--- config.mk ---
export PLATFORM = sky130hd
export DESIGN_NAME = mvam_mac
export DESIGN_NICKNAME = d
export VERILOG_FILES = /design/src/hdl/mvam_pkg.sv /design/src/hdl/mvam_mac.sv
export SDC_FILE = /design/constraint.sdc
export NUM_CORES = 1
export LEC_CHECK = 0
export BUFFER_PORTS_ARGS = -buffer_cell sky130_fd_sc_hd__buf_4
export CAP_MARGIN = 10
export CORE_MARGIN = 5
export CORE_UTILIZATION = 26
export CTS_CLUSTER_DIAMETER = 30
export DETAILED_ROUTE_END_ITERATION = 6
export PLACE_DENSITY = 0.41
export SYNTH_ARGS = -nofsm -noshare
export SYNTH_HDL_FRONTEND = slang
export SYNTH_SLANG_ARGS = --single-unit
--- constraint.sdc ---
create_clock -name clock -period 14.95 [get_ports clock]
set_clock_uncertainty 0.05 [all_clocks]
set_input_delay 0 -clock clock [delete_from_list [all_inputs] [get_ports clock]]
set_output_delay 0 -clock clock [all_outputs]
set_load 0.05 [all_outputs]
--- src/hdl/mvam_pkg.sv ---
// Shared types and constants of the multi-voice audio mixer.
package mvam_pkg;

   // Opcodes of an input item, echoed in the kind field of its result.
   localparam logic [1:0] OP_WRITE = 2'd0;
   localparam logic [1:0] OP_START = 2'd1;
   localparam logic [1:0] OP_MIX   = 2'd2;
   localparam logic [1:0] OP_NONE  = 2'd3;

   // Longest sound a voice can hold; longer requests are clipped to it.
   localparam logic [16:0] MAX_LEN = 17'd65536;

   // Configuration port: a single register, read as a 32-bit word anywhere in the address range.
   localparam int CSR_ADDR_W = 2;
   localparam int CSR_DATA_W = 32;

   // Byte address of the mute register.
   localparam logic [CSR_ADDR_W-1:0] CSR_MUTE_ADDR = '0;

   typedef struct packed {
      logic [1:0]         opcode;
      logic [15:0]        address;
      logic signed [15:0] left_in;
      logic signed [15:0] right_in;
      logic [16:0]        sound_length;
      logic [15:0]        gain;
      logic               loop_request;
   } req_type;

   typedef struct packed {
      logic [1:0]         kind;
      logic signed [15:0] mix_left;
      logic signed [15:0] mix_right;
      logic [2:0]         voice_taken;
      logic               start_ok;
   } rsp_type;

   // Control of the shared multiply and saturating accumulate unit.
   typedef struct packed {
      logic clear;
      logic mul_en;
      logic add_left;
      logic add_right;
   } mac_ctrl_type;

endpackage

--- src/hdl/mvam_mac.sv ---
// Shared multiply and saturating accumulate unit for the mixer channels.
module mvam_mac (
   input  logic                 clock,
   input  mvam_pkg::mac_ctrl_type ctrl,
   input  logic signed [15:0]   sample,
   input  logic [15:0]          gain,
   output logic signed [15:0]   acc_left,
   output logic signed [15:0]   acc_right
);
   import mvam_pkg::*;

   logic signed [32:0] sample_x;
   logic signed [32:0] gain_x;
   logic signed [32:0] product_ff;
   logic signed [32:0] product_in;
   logic signed [16:0] scaled;
   logic signed [15:0] acc_sel;
   logic signed [17:0] sum;
   logic signed [15:0] sat_sum;
   logic signed [15:0] acc_left_ff;
   logic signed [15:0] acc_left_in;
   logic signed [15:0] acc_right_ff;
   logic signed [15:0] acc_right_in;

   assign sample_x   = {{17{sample[15]}}, sample};
   assign gain_x     = {17'b0, gain};
   assign product_in = sample_x * gain_x;

   // divide by 65536, truncating toward zero
   assign scaled = product_ff[32:16]
                   + {16'b0, (product_ff[32] && (product_ff[15:0] != 16'b0))};

   assign acc_sel = ctrl.add_right ? acc_right_ff : acc_left_ff;
   assign sum     = {{2{acc_sel[15]}}, acc_sel} + {scaled[16], scaled};

   always_comb begin
      if (sum > 18'sd32767) begin
         sat_sum = 16'sh7FFF;
      end else if (sum < -18'sd32768) begin
         sat_sum = 16'sh8000;
      end else begin
         sat_sum = sum[15:0];
      end
   end

   always_comb begin
      acc_left_in  = acc_left_ff;
      acc_right_in = acc_right_ff;
      if (ctrl.clear) begin
         acc_left_in  = '0;
         acc_right_in = '0;
      end else if (ctrl.add_right) begin
         acc_right_in = sat_sum;
      end else if (ctrl.add_left) begin
         acc_left_in = sat_sum;
      end
   end

   always_ff @(posedge clock) begin
      if (ctrl.mul_en) begin
         product_ff <= product_in;
      end
      acc_left_ff  <= acc_left_in;
      acc_right_ff <= acc_right_in;
   end

   assign acc_left  = acc_left_ff;
   assign acc_right = acc_right_ff;

endmodule

Yosys cells after proc, flatten, opt, wreduce, memory -nomap -nowiden
Cells that the tools add are included.
{"block": "totals", "ff_bits": 65, "input_bits": 37}
{"block": "classes", "order_cmp": 2, "mux": 3, "n_addsub": 2, "multipliers": 1, "n_reduce_logical": 3, "n_bitwise": 1}
{"operator": "$mux W16", "n": 3}
{"operator": "$mul A16 B17 Y33", "n": 1}
{"operator": "$add A16 B17 Y18", "n": 1}
{"operator": "$gt A18 B16 Y1 const B", "n": 1}
{"operator": "$lt A18 B16 Y1 const B", "n": 1}
{"operator": "$add A17 B1 Y17", "n": 1}
{"operator": "$reduce_bool A16 Y1", "n": 1}
{"operator": "$reduce_and A2 Y1", "n": 1}
{"operator": "$logic_and A1 B1 Y1", "n": 1}
{"operator": "$not A1 Y1", "n": 1}

Longest topological paths before layout
{"block": "depth", "depth_word": 7, "depth_mapped": 23}

Worst setup path before layout
OpenSTA, ideal clock, no wires.
{"block": "synth_path", "kind": "input-to-reg", "from": "input sample[1]", "to": "register product_ff[32], data pin", "path_slack_ns": 9.583, "required_ns": 14.639, "n_path_buf": 1, "cell_stages": 20, "arrival_time_ns": 5.056, "path_cell_list": "clkbuf_1 > nand2_1 > fa_1 > fa_1 > fa_1 > inv_1 > fa_1 > fa_1 > inv_1 > fa_1 > inv_1 > ha_1 > and3_1 > and3_1 > and3_1 > a2bb2oi_1 > a31oi_1 > a21oi_1 > o21ai_0 > xnor2_1"}
{"block": "synth_between", "elab_chain_cells": 1}
{"item": "start: declaration", "line": "mvam_mac.sv:5", "text": "input logic signed [15:0] sample,"}
{"item": "$mul A16 B17 Y33", "line": "mvam_mac.sv:27", "text": "assign product_in = sample_x * gain_x;"}
{"item": "net product_in[32]", "line": "mvam_mac.sv:15", "text": "logic signed [32:0] product_in;"}
{"item": "end signal: assignment", "line": "mvam_mac.sv:61", "text": "product_ff <= product_in;"}
{"item": "end: declaration", "line": "mvam_mac.sv:14", "text": "logic signed [32:0] product_ff;"}
The timed path passes the listed nets, and every way through them passes these cells.
A chain may end at the register's enable or synchronous reset.

Final worst setup path
{"block": "layout_path", "from": "input gain[8]", "to": "register product_ff[29], data pin"}
{"block": "layout_between", "elab_chain_cells": 1}
{"item": "start: declaration", "line": "mvam_mac.sv:6", "text": "input logic [15:0] gain,"}
{"item": "$mul A16 B17 Y33", "line": "mvam_mac.sv:27"}
{"item": "net product_in[29]", "line": "mvam_mac.sv:15"}
The timed path passes the listed nets, and every way through them passes these cells.

==> reports/metrics.cfg <==
[logic_synthesis]
ys_ff_latch=65
ys_seq_area_frac=0.133
ys.flop_type=edfxtp_1
synth_area_leaders=fa_1 (32%), ha_1 (15%), edfxtp_1 (8.1%)
synth_area_per_cell_um2=9.10
yosysUniqueCellTypes=52
synth_top_cell_by_area=fa_1
synth_top_area_share=0.318
synth_nets=1727
yosysWarningCount=0
synth.cell_area_mm2=0.0123
synth_cells=1351
async_flop_share=0
synth-edff-count=33

[timing]
min_period_ns=5.47
grt_setup_unrepaired=no
slew_headroom=0.186
final.setup.tns_ns=0
hold_violations=0
drv_slew=0
worst_pin_slew_ns=1.22
fmax_ghz=0.183
min_period_over_period=0.366
setup_viol=0

[critical_path]
critPathCaptureType=register
crit_arrival_ns=5.50
r2r_slack_ns=9.83
cp_max_fo=16
regToRegStartpoint=product_ff[0]$_DFFE_PP_
worstSetupStartpoint=gain[8]
r2r-end=acc_right[2]$_SDFFE_PP0P_
rr_worst_depth=17
worst_setup_path_start_kind=primary input
crit_type=primary input to register
required_ns=14.98

[drt]
wl_per_cell_um=16.0
drt_iter0_drc=386
wl_um=32000
first_pass_iters=5
via_per_inst=4.41
vias=8805
ant_nets=0
route.detailed.drc=0

[floorplan]
die_x_um=227
die_area_mm2=0.0517
die_y_um=227
coreArea_mm2=0.0467
rows=79
initial_core_util=0.263
ios=69

[run_status]
status=finished clean

[cells_and_area]
fin_util=0.293
layout_commonest_cell=inv_1
final_cell_mix=inv_1 (258), fa_1 (195), nand2_1 (160)
drive_gt1_frac=0.0871
stdcell_count=1997
num-nets-final=1761
diodes=0
area_delta_synth_final_pct=11.2

[hold_path]
min-delay-start=ctrl[3]
whs_path_depth=2
worstHoldPathType=primary input to register
whs_endpoint=acc_right[0]$_SDFFE_PP0P_

[clocking]
clock-sinks=65
postCtsSetupRepairBufs=0
cts_resized=0
tritoncts=yes
hold_buffers=0
cts.clk_slew.worst_paths_ns=0.06
htreeDepth=3
clk_latency_ns=0.33
cts_root_buffer=clkbuf_16
clockBufferDepth=2
cts_made_buffers=9

[global_route]
grtUsageMet3=0.0106
grt_pass1_vias=9287
globalRoute.busiestLayer=met1
grt_max_degree=37
antenna_found_initial=0
grt_usage=0.128
grt-ovfl-total=0
use_met2=0.192
met1_usage=0.200
grt_pass1_wl_um=52400

[placed_design]
gp_congestion=0.772
dp_cells=1981
port_buffers=68
dp.final_hpwl_um=26000

[run]
drv_cap=0

-- worst max-delay path, stage by stage --
cell      delay, ns
buf_4          0.20
and2_1         0.20
fa_1           0.53
inv_1          0.05
fa_1           0.49
fa_1           0.52
inv_1          0.06
fa_1           0.55
fa_1           0.42
fa_1           0.44
ha_1           0.35
a21o_1         0.20
a21oi_1        0.22
o211ai_1       0.23
a31oi_1        0.35
o21ai_0        0.23
a21o_1         0.21
a21oi_1        0.17
xnor2_1        0.08
-- routing by layer --
| metal | routed length (µm) | up-vias |
|---|---|---|
| met4 | 378 | 0 |
| met2 | 13400 | 126 |
| met1 | 17300 | 4351 |
| met5 | 0 | - |
| met3 | 892 | 17 |
| li1 | - | 4311 |
-- cells in the mapped netlist, types with 3 or more instances --
library cell  instances
o21a_1                6
inv_1               258
edfxtp_1             33
nand2_1             160
o21ai_0              25
xor2_1               11
mux2_2               16
and2_1              125
nor2b_1               4
nor2_1               62
nand4_1               3
nor4_1                4
o211ai_1              5
a211oi_2             11
a41oi_1               3
o21bai_1              5
o211ai_2              3
fa_1                195
and3_1               11
nand3_1              18
a21o_1               13
nor3_1                4
clkbuf_1             41
nand2b_1             18
dfxtp_1              32
a21oi_1              43
a31oi_1               4
ha_1                144
xnor2_1              45
a21boi_0              5
a211oi_1             17
-- final cells by class --
| cell class | count | area, µm² |
|---|---|---|
| Inverter | 258 | 968 |
| Tap cell | 607 | 759 |
| Multi-Input combinational cell | 983 | 9510 |
| Clock inverter | 6 | 46.3 |
| Timing Repair Buffer | 68 | 510 |
| Fill cell | 5016 | 33000 |
| Clock buffer | 10 | 250 |
| Sequential cell | 65 | 1630 |
-- registers in the layout, indices dropped and copies added (netlist names) --
signal and cells:
product_ff 33, acc_left 16, acc_right 16
-- how the worst max path moves through the flow --
stage / end / slack [ns] / cells past startpoint
global route: product_ff[32]$_DFFE_PP_ / 9.10 / 21
finish: product_ff[29]$_DFFE_PP_ / 9.48 / 19
detailed placement: product_ff[32]$_DFFE_PP_ / 9.10 / 21
CTS: product_ff[29]$_DFFE_PP_ / 9.47 / 19
floorplan: product_ff[32]$_DFFE_PP_ / 9.58 / 20
global placement: product_ff[29]$_DFFE_PP_ / 9.13 / 19
-- through the flow --
stage                     setup slack [ns]  cell area (µm²)  hold WS, ns
after floorplan                       9.58            12300       0.0625
after global placement                9.13            13400        0.391
after detailed placement              9.10            13400        0.395
after CTS                             9.47            13700       0.0373
after global routing                  9.10            13700       0.0714
final                                 9.48            13700       0.0589
-- cells by family after synthesis --
| kind of cell | after synthesis | share of synthesized area |
|---|---|---|
| AOI/OAI and AO/OA | 152 | 0.0861 |
| and+or+nand+nor | 418 | 0.167 |
| muxes | 18 | 0.0163 |
| DFF | 65 | 0.133 |
| adders and majority gates | 339 | 0.464 |
| buffers and inverters | 303 | 0.0939 |
| xor gates and xnor gates | 56 | 0.0399 |
Power is not shown: default switching activity piles up to over one toggle a cycle in this logic, so the estimate is an artifact.
